**config.mk**
```make
export PLATFORM = sky130hd
export DESIGN_NAME = uuid4_string_generator
export DESIGN_NICKNAME = d
export VERILOG_FILES = /design/src/hdl/uuid4_pkg.sv /design/src/hdl/uuid4_string_generator.sv /design/src/hdl/uuid4_front.sv /design/src/hdl/uuid4_queue.sv /design/src/hdl/uuid4_back.sv
export SDC_FILE = /design/constraint.sdc
export NUM_CORES = 1
export LEC_CHECK = 0
export BUFFER_PORTS_ARGS = -buffer_cell sky130_fd_sc_hd__buf_2
export CAP_MARGIN = 0
export CORE_MARGIN = 8
export CORE_UTILIZATION = 55
export DETAILED_ROUTE_END_ITERATION = 7
export GPL_TIMING_DRIVEN = 0
export PLACE_DENSITY_LB_ADDON = 0.1
export SYNTH_ARGS = -nofsm -noshare
export SYNTH_HDL_FRONTEND = slang
export SYNTH_SLANG_ARGS = --single-unit
```
**constraint.sdc**
```tcl
create_clock -name aclk -period 16.1 [get_ports aclk]
set_input_delay 2.415 -clock aclk [delete_from_list [all_inputs] [get_ports aclk]]
set_output_delay 2.415 -clock aclk [all_outputs]
set_load 0.1 [all_outputs]
```
**src/hdl/uuid4_pkg.sv**
```systemverilog
// Shared types, constants and character tables for the UUID generator.
// No dependencies.
package uuid4_pkg;

    localparam int unsigned UUID_CHARS = 36;
    localparam int unsigned POS_W      = 6;
    localparam logic [POS_W-1:0] LAST_POS = POS_W'(UUID_CHARS - 1);
    localparam int unsigned RAND_W     = 128;
    localparam logic [7:0] ASCII_HYPHEN = 8'h2d;
    localparam logic [7:0] ASCII_FOUR   = 8'h34;
    localparam logic [7:0] ASCII_ZERO   = 8'h30;
    localparam logic [7:0] ASCII_LOWER_A = 8'h61;

    typedef struct packed {
        logic              rejected;
        logic [RAND_W-1:0] bits;
    } item_t;

    typedef enum logic [1:0] {
        PK_HEX     = 2'd0,
        PK_VARIANT = 2'd1,
        PK_FIXED   = 2'd2
    } pat_kind_t;

    typedef struct packed {
        pat_kind_t  kind;
        logic [7:0] fixed_char;
    } pat_t;

    // Pattern xxxxxxxx-xxxx-4xxx-yxxx-xxxxxxxxxxxx
    function automatic pat_t pattern_at(input logic [POS_W-1:0] pos);
        pat_t p;
        p.kind       = PK_HEX;
        p.fixed_char = 8'h00;
        unique case (pos)
            6'd8, 6'd13, 6'd18, 6'd23: begin
                p.kind       = PK_FIXED;
                p.fixed_char = ASCII_HYPHEN;
            end
            6'd14: begin
                p.kind       = PK_FIXED;
                p.fixed_char = ASCII_FOUR;
            end
            6'd19: begin
                p.kind = PK_VARIANT;
            end
            default: begin
                p.kind = PK_HEX;
            end
        endcase
        return p;
    endfunction

    function automatic logic [7:0] hex_ascii(input logic [3:0] nib);
        logic [7:0] c;
        if (nib < 4'd10) begin
            c = ASCII_ZERO + {4'd0, nib};
        end else begin
            c = ASCII_LOWER_A + {4'd0, nib - 4'd10};
        end
        return c;
    endfunction

endpackage

```
**src/hdl/uuid4_string_generator.sv**
```systemverilog
// UUID v4 text generator: seed in, 36 ASCII characters out (one for a zero seed),
// last one flagged. A seed passes through the queue, the current-item registers
// and the output register. Throughput: one character per cycle while m_ready allows,
// set by the character sequencer; a zero seed gives one rejection.
// Reset (aresetn low, synchronous) empties the queue and the output register.
module uuid4_string_generator (
    input  logic        aclk,
    input  logic        aresetn,
    input  logic        s_valid,
    output logic        s_ready,
    input  logic [63:0] s_seed_low,
    input  logic [63:0] s_seed_high,
    output logic        m_valid,
    input  logic        m_ready,
    output logic [7:0]  m_character,
    output logic        m_last_char,
    output logic        m_seed_rejected
);

    uuid4_pkg::item_t front_item;
    uuid4_pkg::item_t q_item;
    logic             q_full, q_valid, q_pop, push;

    assign s_ready = !q_full;
    assign push    = s_valid && s_ready;

    uuid4_front u_front (
        .s_seed_low  (s_seed_low),
        .s_seed_high (s_seed_high),
        .item        (front_item)
    );

    uuid4_queue u_queue (
        .aclk      (aclk),
        .aresetn   (aresetn),
        .push      (push),
        .push_item (front_item),
        .full      (q_full),
        .pop       (q_pop),
        .not_empty (q_valid),
        .pop_item  (q_item)
    );

    uuid4_back u_back (
        .aclk            (aclk),
        .aresetn         (aresetn),
        .q_valid         (q_valid),
        .q_item          (q_item),
        .q_pop           (q_pop),
        .m_valid         (m_valid),
        .m_ready         (m_ready),
        .m_character     (m_character),
        .m_last_char     (m_last_char),
        .m_seed_rejected (m_seed_rejected)
    );

endmodule

```
**src/hdl/uuid4_front.sv**
```systemverilog
// Front end: runs two xorshift128+ steps on the seed and flags a zero seed.
// Depends on uuid4_pkg.
module uuid4_front (
    input  logic [63:0]     s_seed_low,
    input  logic [63:0]     s_seed_high,
    output uuid4_pkg::item_t item
);

    logic [63:0] a1, nb1, a2, nb2, r0, r1;

    always_comb begin
        a1  = s_seed_low ^ (s_seed_low << 23);
        nb1 = a1 ^ s_seed_high ^ (a1 >> 18) ^ (s_seed_high >> 5);
        r0  = nb1 + s_seed_high;
        a2  = s_seed_high ^ (s_seed_high << 23);
        nb2 = a2 ^ nb1 ^ (a2 >> 18) ^ (nb1 >> 5);
        r1  = nb2 + nb1;
        item.rejected = (s_seed_low == 64'd0) && (s_seed_high == 64'd0);
        item.bits     = {r1, r0};
    end

endmodule

```
**src/hdl/uuid4_queue.sv**
```systemverilog
// Two-entry queue between the front end and the character sequencer.
// Depends on uuid4_pkg.
module uuid4_queue (
    input  logic             aclk,
    input  logic             aresetn,
    input  logic             push,
    input  uuid4_pkg::item_t push_item,
    output logic             full,
    input  logic             pop,
    output logic             not_empty,
    output uuid4_pkg::item_t pop_item
);

    uuid4_pkg::item_t entry_reg [2];
    logic       wr_ptr_reg, wr_ptr_next;
    logic       rd_ptr_reg, rd_ptr_next;
    logic [1:0] count_reg, count_next;

    assign full      = (count_reg == 2'd2);
    assign not_empty = (count_reg != 2'd0);
    assign pop_item  = entry_reg[rd_ptr_reg];

    always_comb begin
        wr_ptr_next = push ? ~wr_ptr_reg : wr_ptr_reg;
        rd_ptr_next = pop ? ~rd_ptr_reg : rd_ptr_reg;
        count_next  = count_reg + {1'b0, push} - {1'b0, pop};
    end

    always_ff @(posedge aclk) begin
        if (!aresetn) begin
            wr_ptr_reg <= 1'b0;
            rd_ptr_reg <= 1'b0;
            count_reg  <= 2'd0;
        end else begin
            wr_ptr_reg <= wr_ptr_next;
            rd_ptr_reg <= rd_ptr_next;
            count_reg  <= count_next;
        end
    end

    always_ff @(posedge aclk) begin
        if (push) begin
            entry_reg[wr_ptr_reg] <= push_item;
        end
    end

endmodule

```
**src/hdl/uuid4_back.sv**
```systemverilog
// Back end: walks the UUID pattern and emits one character per transfer.
// Depends on uuid4_pkg.
module uuid4_back (
    input  logic             aclk,
    input  logic             aresetn,
    input  logic             q_valid,
    input  uuid4_pkg::item_t q_item,
    output logic             q_pop,
    output logic             m_valid,
    input  logic             m_ready,
    output logic [7:0]       m_character,
    output logic             m_last_char,
    output logic             m_seed_rejected
);

    logic                               cur_valid_reg, cur_valid_next;
    logic                               cur_rej_reg, cur_rej_next;
    logic [uuid4_pkg::RAND_W-1:0]       bits_reg, bits_next;
    logic [uuid4_pkg::POS_W-1:0]        pos_reg, pos_next;
    logic                               m_valid_reg, m_valid_next;
    logic [7:0]                         char_reg, char_next;
    logic                               last_reg, last_next;
    logic                               rej_reg, rej_next;

    uuid4_pkg::pat_t pat;
    logic            emit, finish, consume;
    logic [7:0]      code;

    always_comb begin
        pat     = uuid4_pkg::pattern_at(pos_reg);
        consume = 1'b0;
        unique case (pat.kind)
            uuid4_pkg::PK_HEX: begin
                code    = uuid4_pkg::hex_ascii(bits_reg[3:0]);
                consume = 1'b1;
            end
            uuid4_pkg::PK_VARIANT: begin
                code    = uuid4_pkg::hex_ascii({2'b10, bits_reg[1:0]});
                consume = 1'b1;
            end
            default: begin
                code = pat.fixed_char;
            end
        endcase

        emit   = cur_valid_reg && (!m_valid_reg || m_ready);
        finish = emit && (cur_rej_reg || (pos_reg == uuid4_pkg::LAST_POS));
        q_pop  = q_valid && (!cur_valid_reg || finish);

        cur_valid_next = cur_valid_reg;
        cur_rej_next   = cur_rej_reg;
        bits_next      = bits_reg;
        pos_next       = pos_reg;
        if (q_pop) begin
            cur_valid_next = 1'b1;
            cur_rej_next   = q_item.rejected;
            bits_next      = q_item.bits;
            pos_next       = '0;
        end else if (finish) begin
            cur_valid_next = 1'b0;
        end else if (emit) begin
            pos_next = pos_reg + 1'b1;
            if (consume) begin
                // advance to the next random nibble
                bits_next = bits_reg >> 4;
            end
        end

        m_valid_next = m_valid_reg;
        char_next    = char_reg;
        last_next    = last_reg;
        rej_next     = rej_reg;
        if (emit) begin
            m_valid_next = 1'b1;
            char_next    = cur_rej_reg ? 8'h00 : code;
            last_next    = cur_rej_reg || (pos_reg == uuid4_pkg::LAST_POS);
            rej_next     = cur_rej_reg;
        end else if (m_ready) begin
            m_valid_next = 1'b0;
        end
    end

    always_ff @(posedge aclk) begin
        if (!aresetn) begin
            cur_valid_reg <= 1'b0;
            m_valid_reg   <= 1'b0;
        end else begin
            cur_valid_reg <= cur_valid_next;
            m_valid_reg   <= m_valid_next;
        end
    end

    always_ff @(posedge aclk) begin
        cur_rej_reg <= cur_rej_next;
        bits_reg    <= bits_next;
        pos_reg     <= pos_next;
        char_reg    <= char_next;
        last_reg    <= last_next;
        rej_reg     <= rej_next;
    end

    assign m_valid         = m_valid_reg;
    assign m_character     = char_reg;
    assign m_last_char     = last_reg;
    assign m_seed_rejected = rej_reg;

endmodule

```
# Yosys cells after proc, flatten, opt, wreduce, memory -nomap -nowiden
# Memory sizes are Yosys's and may differ from the RTL's. A register that Yosys moved wholly into a read port is not among the register bits.
# Cells that the tools add are included.
[word_totals]
ramBits = 258
ff_bits = 151
word_cells = 88
mem_count = 1
inputBits = 132
[memory_table]
columns = ["name", "depth", "width", "rd", "rd_ports_with_merged_regs", "write_ports", "line", "rtl"]
rows = [
  ["u_queue.entry_reg", 2, 129, 1, 1, 1, "uuid4_queue.sv:14", "uuid4_pkg::item_t entry_reg [2];"],
]
[op_classes]
bitwise_logic = 11
addsub = 11
mux = 18
order_cmp = 2
reduce_logical = 24
n_eq_ne = 10
[op_table]
columns = ["operator", "count"]
rows = [
  ["128-bit two-way mux", 4],
  ["64-bit bitwise XOR", 4],
  ["64-bit adder", 2],
  ["64-bit logical NOT", 2],
  ["64-bit by 46-bit bitwise XOR with 64-bit output", 2],
  ["64-bit by 59-bit bitwise XOR with 64-bit output", 2],
  ["6-bit by 4-bit equality test with 1-bit output, second input constant", 3],
  ["6-bit by 5-bit equality test with 1-bit output, second input constant", 3],
  ["7-bit by 4-bit adder with 8-bit output, first input constant", 2],
  ["8-bit two-way mux", 2],
  ["8-bit one-hot mux with 2 select lines", 1],
  ["6-bit by 4-bit adder with 7-bit output, first input constant", 2],
  ["6-bit one-hot mux with 2 select lines", 1],
  ["2-bit nonzero test", 5],
  ["1-bit two-way mux", 9],
  ["4-bit < comparator, second input constant", 2],
  ["4-bit subtractor, second input constant", 2],
  ["6-bit by 1-bit adder with 6-bit output, second input constant", 1],
  ["6-bit equality test, second input constant", 1],
  ["1-bit logical AND", 5],
  ["5-bit OR reduction", 1],
  ["2-bit one-hot mux with 2 select lines", 1],
  ["4-bit OR reduction", 1],
  ["1-bit logical NOT", 3],
  ["11 further kinds", 15],
]

# Depth between registers and ports, before layout
[logic_depth]
ltp_word = 10
ltp_mapped = 20
depth_no_buf = 18

# Hierarchy
# A second synthesis with hierarchy kept.
[unflattened]
cells_unflattened = 2306
area_unflattened_um2 = 27146.0
[modules_own_cells]
columns = ["mod", "cells_per_inst", "n_inst", "area_each_um2", "seq_area_each_um2"]
rows = [
  ["uuid4_front", 1496, 1, 10930.5, 0.0],
  ["uuid4_queue", 422, 1, 9579.2, 7847.5],
  ["uuid4_back", 386, 1, 6626.4, 4304.1],
  ["uuid4_string_generator", 2, 1, 10.0, 0.0],
]

# Least setup slack after synthesis
# Ideal clock, no wire load.
[synth_timing]
kind = "input to register"
startpoint = "input port m_ready"
endpoint = "register u_back.bits_reg[0] (netlist name), enable pin"
t_arrival_ns = 12.373
setup_slack_ns = 2.935
setup_ns = 0.792
path_stages = 6
cell_sequence = "nor2b_1 -> nor2b_1 -> and2_1 -> clkbuf_1 -> inv_1 -> o21ai_0"
[synth_between]
elab_chain_len = 7
[synth_lines]
columns = ["item", "line", "rtl"]
rows = [
  ["from (decl)", "uuid4_string_generator.sv:14", "input logic m_ready,"],
  ["1-bit logical OR (*)", "uuid4_back.sv:46", "emit = cur_valid_reg && (!m_valid_reg || m_ready);"],
  ["1-bit logical AND (*)", "uuid4_back.sv:46", ""],
  ["net u_back.emit", "uuid4_back.sv:26", "logic emit, finish, consume;"],
  ["1-bit logical AND", "uuid4_back.sv:47", "finish = emit && (cur_rej_reg || (pos_reg == uuid4_pkg::LAST_POS));"],
  ["1-bit logical OR", "uuid4_back.sv:48", "q_pop = q_valid && (!cur_valid_reg || finish);"],
  ["1-bit logical AND", "uuid4_back.sv:48", ""],
  ["2-bit inequality test (no source line) / 2-bit nonzero test (equally long branches)", "n/a", ""],
  ["3-bit AND reduction (no source line) (*)", "n/a", ""],
  ["to (signal assigned)", "uuid4_back.sv:95", "bits_reg <= bits_next;"],
  ["to (decl)", "uuid4_back.sv:18", "logic [uuid4_pkg::RAND_W-1:0] bits_reg, bits_next;"],
]
# Mark *: on every way through the listed nets, which the timed path passes. The rest lies on a longest branch.
# A chain may end at the register's enable or synchronous reset.

==> impl_metrics.tcl <==
set metrics [dict create \
    fillers 3873 \
    rsz0062_at_grt "false" \
    hold_buffers 0 \
    grt_use_total_pct 28.09 \
    grt_pass1_vias 19500 \
    min_period_ps 7883 \
    yosysTopAreaCellShare_pct 44.91 \
    synthFlopType "edfxtp_1" \
    synth_edf_count 396 \
    synth_xor_area_share_pct 17.26 \
    crit_required_ps 16380 \
    netlist_instances 2466 \
    grt_max_degree 63 \
    synth-seq-cells 409 \
    vias 19600 \
    crit_path_start "s_seed_high[27]" \
    finish.utilization_pct 62.07 \
    wl_mm 80.28 \
    largest_reg_flops 258 \
    period_share_pct 48.97 \
    reg2reg_slack_ps 10410 \
    p_leak_uw 0.01091 \
    area_growth_pct 11.70 \
    die-area_sq_um 55410 \
    drv_cap 0 \
    fmax_mhz 126.8 \
    htree_levels 2 \
    drc 0 \
    status "finished, final reports clean" \
    vias_per_cell 5.909 \
    drt_iter0_markers 1978 \
    synth_top_family_by_area "XOR/XNOR gates" \
    grt.overflow.total 0 \
    placementRows 80 \
    synth_area_leaders "edfxtp_1, xnor2_1, ha_1, mux2i_1, xor2_1" \
    grt_pass1_wl_mm 118.1 \
    crit_arrival_ps 8160 \
    wl_per_cell_um 24.20 \
    ys_seq_area_share_pct 45.90 \
    hold_violations 0 \
    syn_area_sq_um 26480 \
    finalSetupViolCount 0 \
    muxShareOfSynthArea_pct 5.118 \
    die_w_um 235.4 \
    gp_congestion 1.000 \
    hold_depth 0 \
    crit_path_max_fanout 8 \
    clock_skew_ps 14.30 \
    cts_tree "done" \
    r2r-end "u_back.bits_reg[107]" \
    yosys.area_share.adder_pct 6.342 \
    yosysTopAreaCell "edfxtp_1" \
    syn_nets 2731 \
    coreArea_sq_um 47650 \
    layout_common_cells "edfxtp_1, xnor2_1, nand2_1" \
    cts_setup_buffers 0 \
    tritoncts.num_buffers 42 \
    cts.sinks 409 \
    synthSimpleGateAreaFrac_pct 9.390 \
    drv_slew 0 \
    hpwl_mm 64.11 \
    min_to "u_back.m_seed_rejected" \
    port-buffer-count 142 \
    ys_types 79 \
    crit_type "in2reg" \
    drive_gt1_share_pct 9.270 \
    synth_compound_area_share_pct 13.35 \
    worstRegToRegCells 13 \
    clock_latency_ps 570 \
    syn_avg_cell_area_sq_um 10.74 \
    p_per_area_nw_per_um2 219.8 \
    start_util_pct 55.57 \
    hold_path_class "reg2reg" \
    antenna_found_initial 8 \
    layout.nets 2929 \
    ir_worst_vdd_v 0.0001228 \
    synth-async-reset-ratio_pct 0 \
    cts.path.max_buffers 3 \
    ant_nets 0 \
    cts_root_buf "clkbuf_16" \
    synth-warning-count 0 \
    timing.rr.start "u_back.pos_reg[0]" \
    crit_path_start_kind "input port" \
    die_h_um 235.4 \
    drt_first_pass_iters 5 \
    hold_ws_ps 458.5 \
    relSlewSlack_pct 8.183 \
    final_common_cell "edfxtp_1" \
    hp-start "u_back.cur_rej_reg" \
    worstMarginPinSlew_ps 1377 \
    ios 144 \
    clk_pin_slew_ps 60 \
    endpoint_kind "flip-flop" \
    cts.repair.resized 0 \
]
==> Yosys cell counts (4+ instances only) <==
master / instances
a211oi_1: 5
a21boi_0: 6
a21o_1: 65
a21oi_1: 148
a21oi_2: 4
a221oi_1: 6
a31oi_1: 16
a41oi_1: 9
and2_1: 12
and3_1: 13
buf_2: 10
clkbuf_1: 116
dfxtp_1: 13
edfxtp_1: 396
ha_1: 131
inv_1: 53
mux2i_1: 132
nand2_1: 208
nand2b_1: 11
nand3_1: 35
nand4_1: 48
nor2_1: 104
nor2b_1: 19
nor3_1: 23
nor4_1: 34
o211ai_1: 4
o21a_1: 14
o21ai_0: 198
o21ai_1: 10
o21bai_1: 27
or4_1: 5
xnor2_1: 393
xnor3_1: 5
xor2_1: 116
==> cell families after synthesis <==
kind of cell | count (synthesis)
AOI/OAI and AO/OA | 564
and+or+nand+nor | 529
xor gates and xnor gates | 514
DFF | 409
buffers and inverters | 181
muxes | 135
adders and majority gates | 133
other | 1
==> per-layer routing <==
| layer | track usage [%] | up-vias | part of all wire [%] |
|---|---|---|---|
| met2 | 45.20 | 707 | 45 |
| met3 | 7.338 | 101 | 9.0 |
| li1 | - | 9353 | - |
| met1 | 37.14 | 9437 | 43 |
| met5 | 0 | - | 0.010 |
| met4 | 8.157 | 2 | 2.4 |
==> worst max-delay path, stage by stage <==
cell and delay, ps:
buf_2 120, clkbuf_1 600, xnor2_1 190, xnor2_1 170
xnor2_1 610, ha_1 360, clkbuf_1 230, xnor2_1 210
xor2_1 180, ha_1 380, nand2_1 150, nor2_2 230
nand2_1 100, or4_1 480, o21ai_1 330, and2b_1 360
nand3_1 160, and4_1 230, nor3_1 280, a41oi_1 180
xnor2_1 190
==> final cells by class <==
class | instances | area (sq um) | share of cell area, %
clock buffers | 55 | 1100 | 3.719
repair buffers | 154 | 988.4 | 3.343
well taps | 615 | 769.5 | 2.602
plain buffers | 128 | 496.7 | 1.680
multi-input cells | 1876 | 13650 | 46.16
flip-flops and latches | 409 | 12150 | 41.09
clock inverters | 22 | 202.7 | 0.6854
diodes | 5 | 12.51 | 0.04231
inverters | 53 | 198.9 | 0.6727
==> worst max path at each step <==
stage	end	slack, ps	cells past startpoint
CTS	u_queue.entry_reg[0][122]	8390	21
finish	u_queue.entry_reg[1][124]	8220	21
floorplan	u_back.bits_reg[0]	2940	6
global placement	u_back.bits_reg[123]	-2280	7
detailed placement	u_queue.entry_reg[1][122]	7830	21
global route	u_queue.entry_reg[1][124]	8130	21
==> metrics by stage <==
stage / setup WS (ps) / power (uW) / cell area [sq um] / instances / setup TNS [ps]
2_1_floorplan: 2935 / 4644 / 26480 / 2466 / 0
3_3_place_gp: -2280 / 5569 / 27960 / 3223 / -287020
3_5_place_dp: 7829 / 5572 / 28260 / 3235 / 0
4_1_cts: 8394 / 6511 / 29560 / 3312 / 0
5_1_grt: 8132 / 6948 / 29570 / 3316 / 0
6_report: 8217 / 6500 / 29570 / 3317 / 0
==> power by group <==
part	switching [uW]	total, uW	internal (uW)
Clock	400	922	521
Combinational	2240	3480	1240
Sequential	111	2100	1990
Total	2750	6500	3750
(Power assumes the default switching activity.)
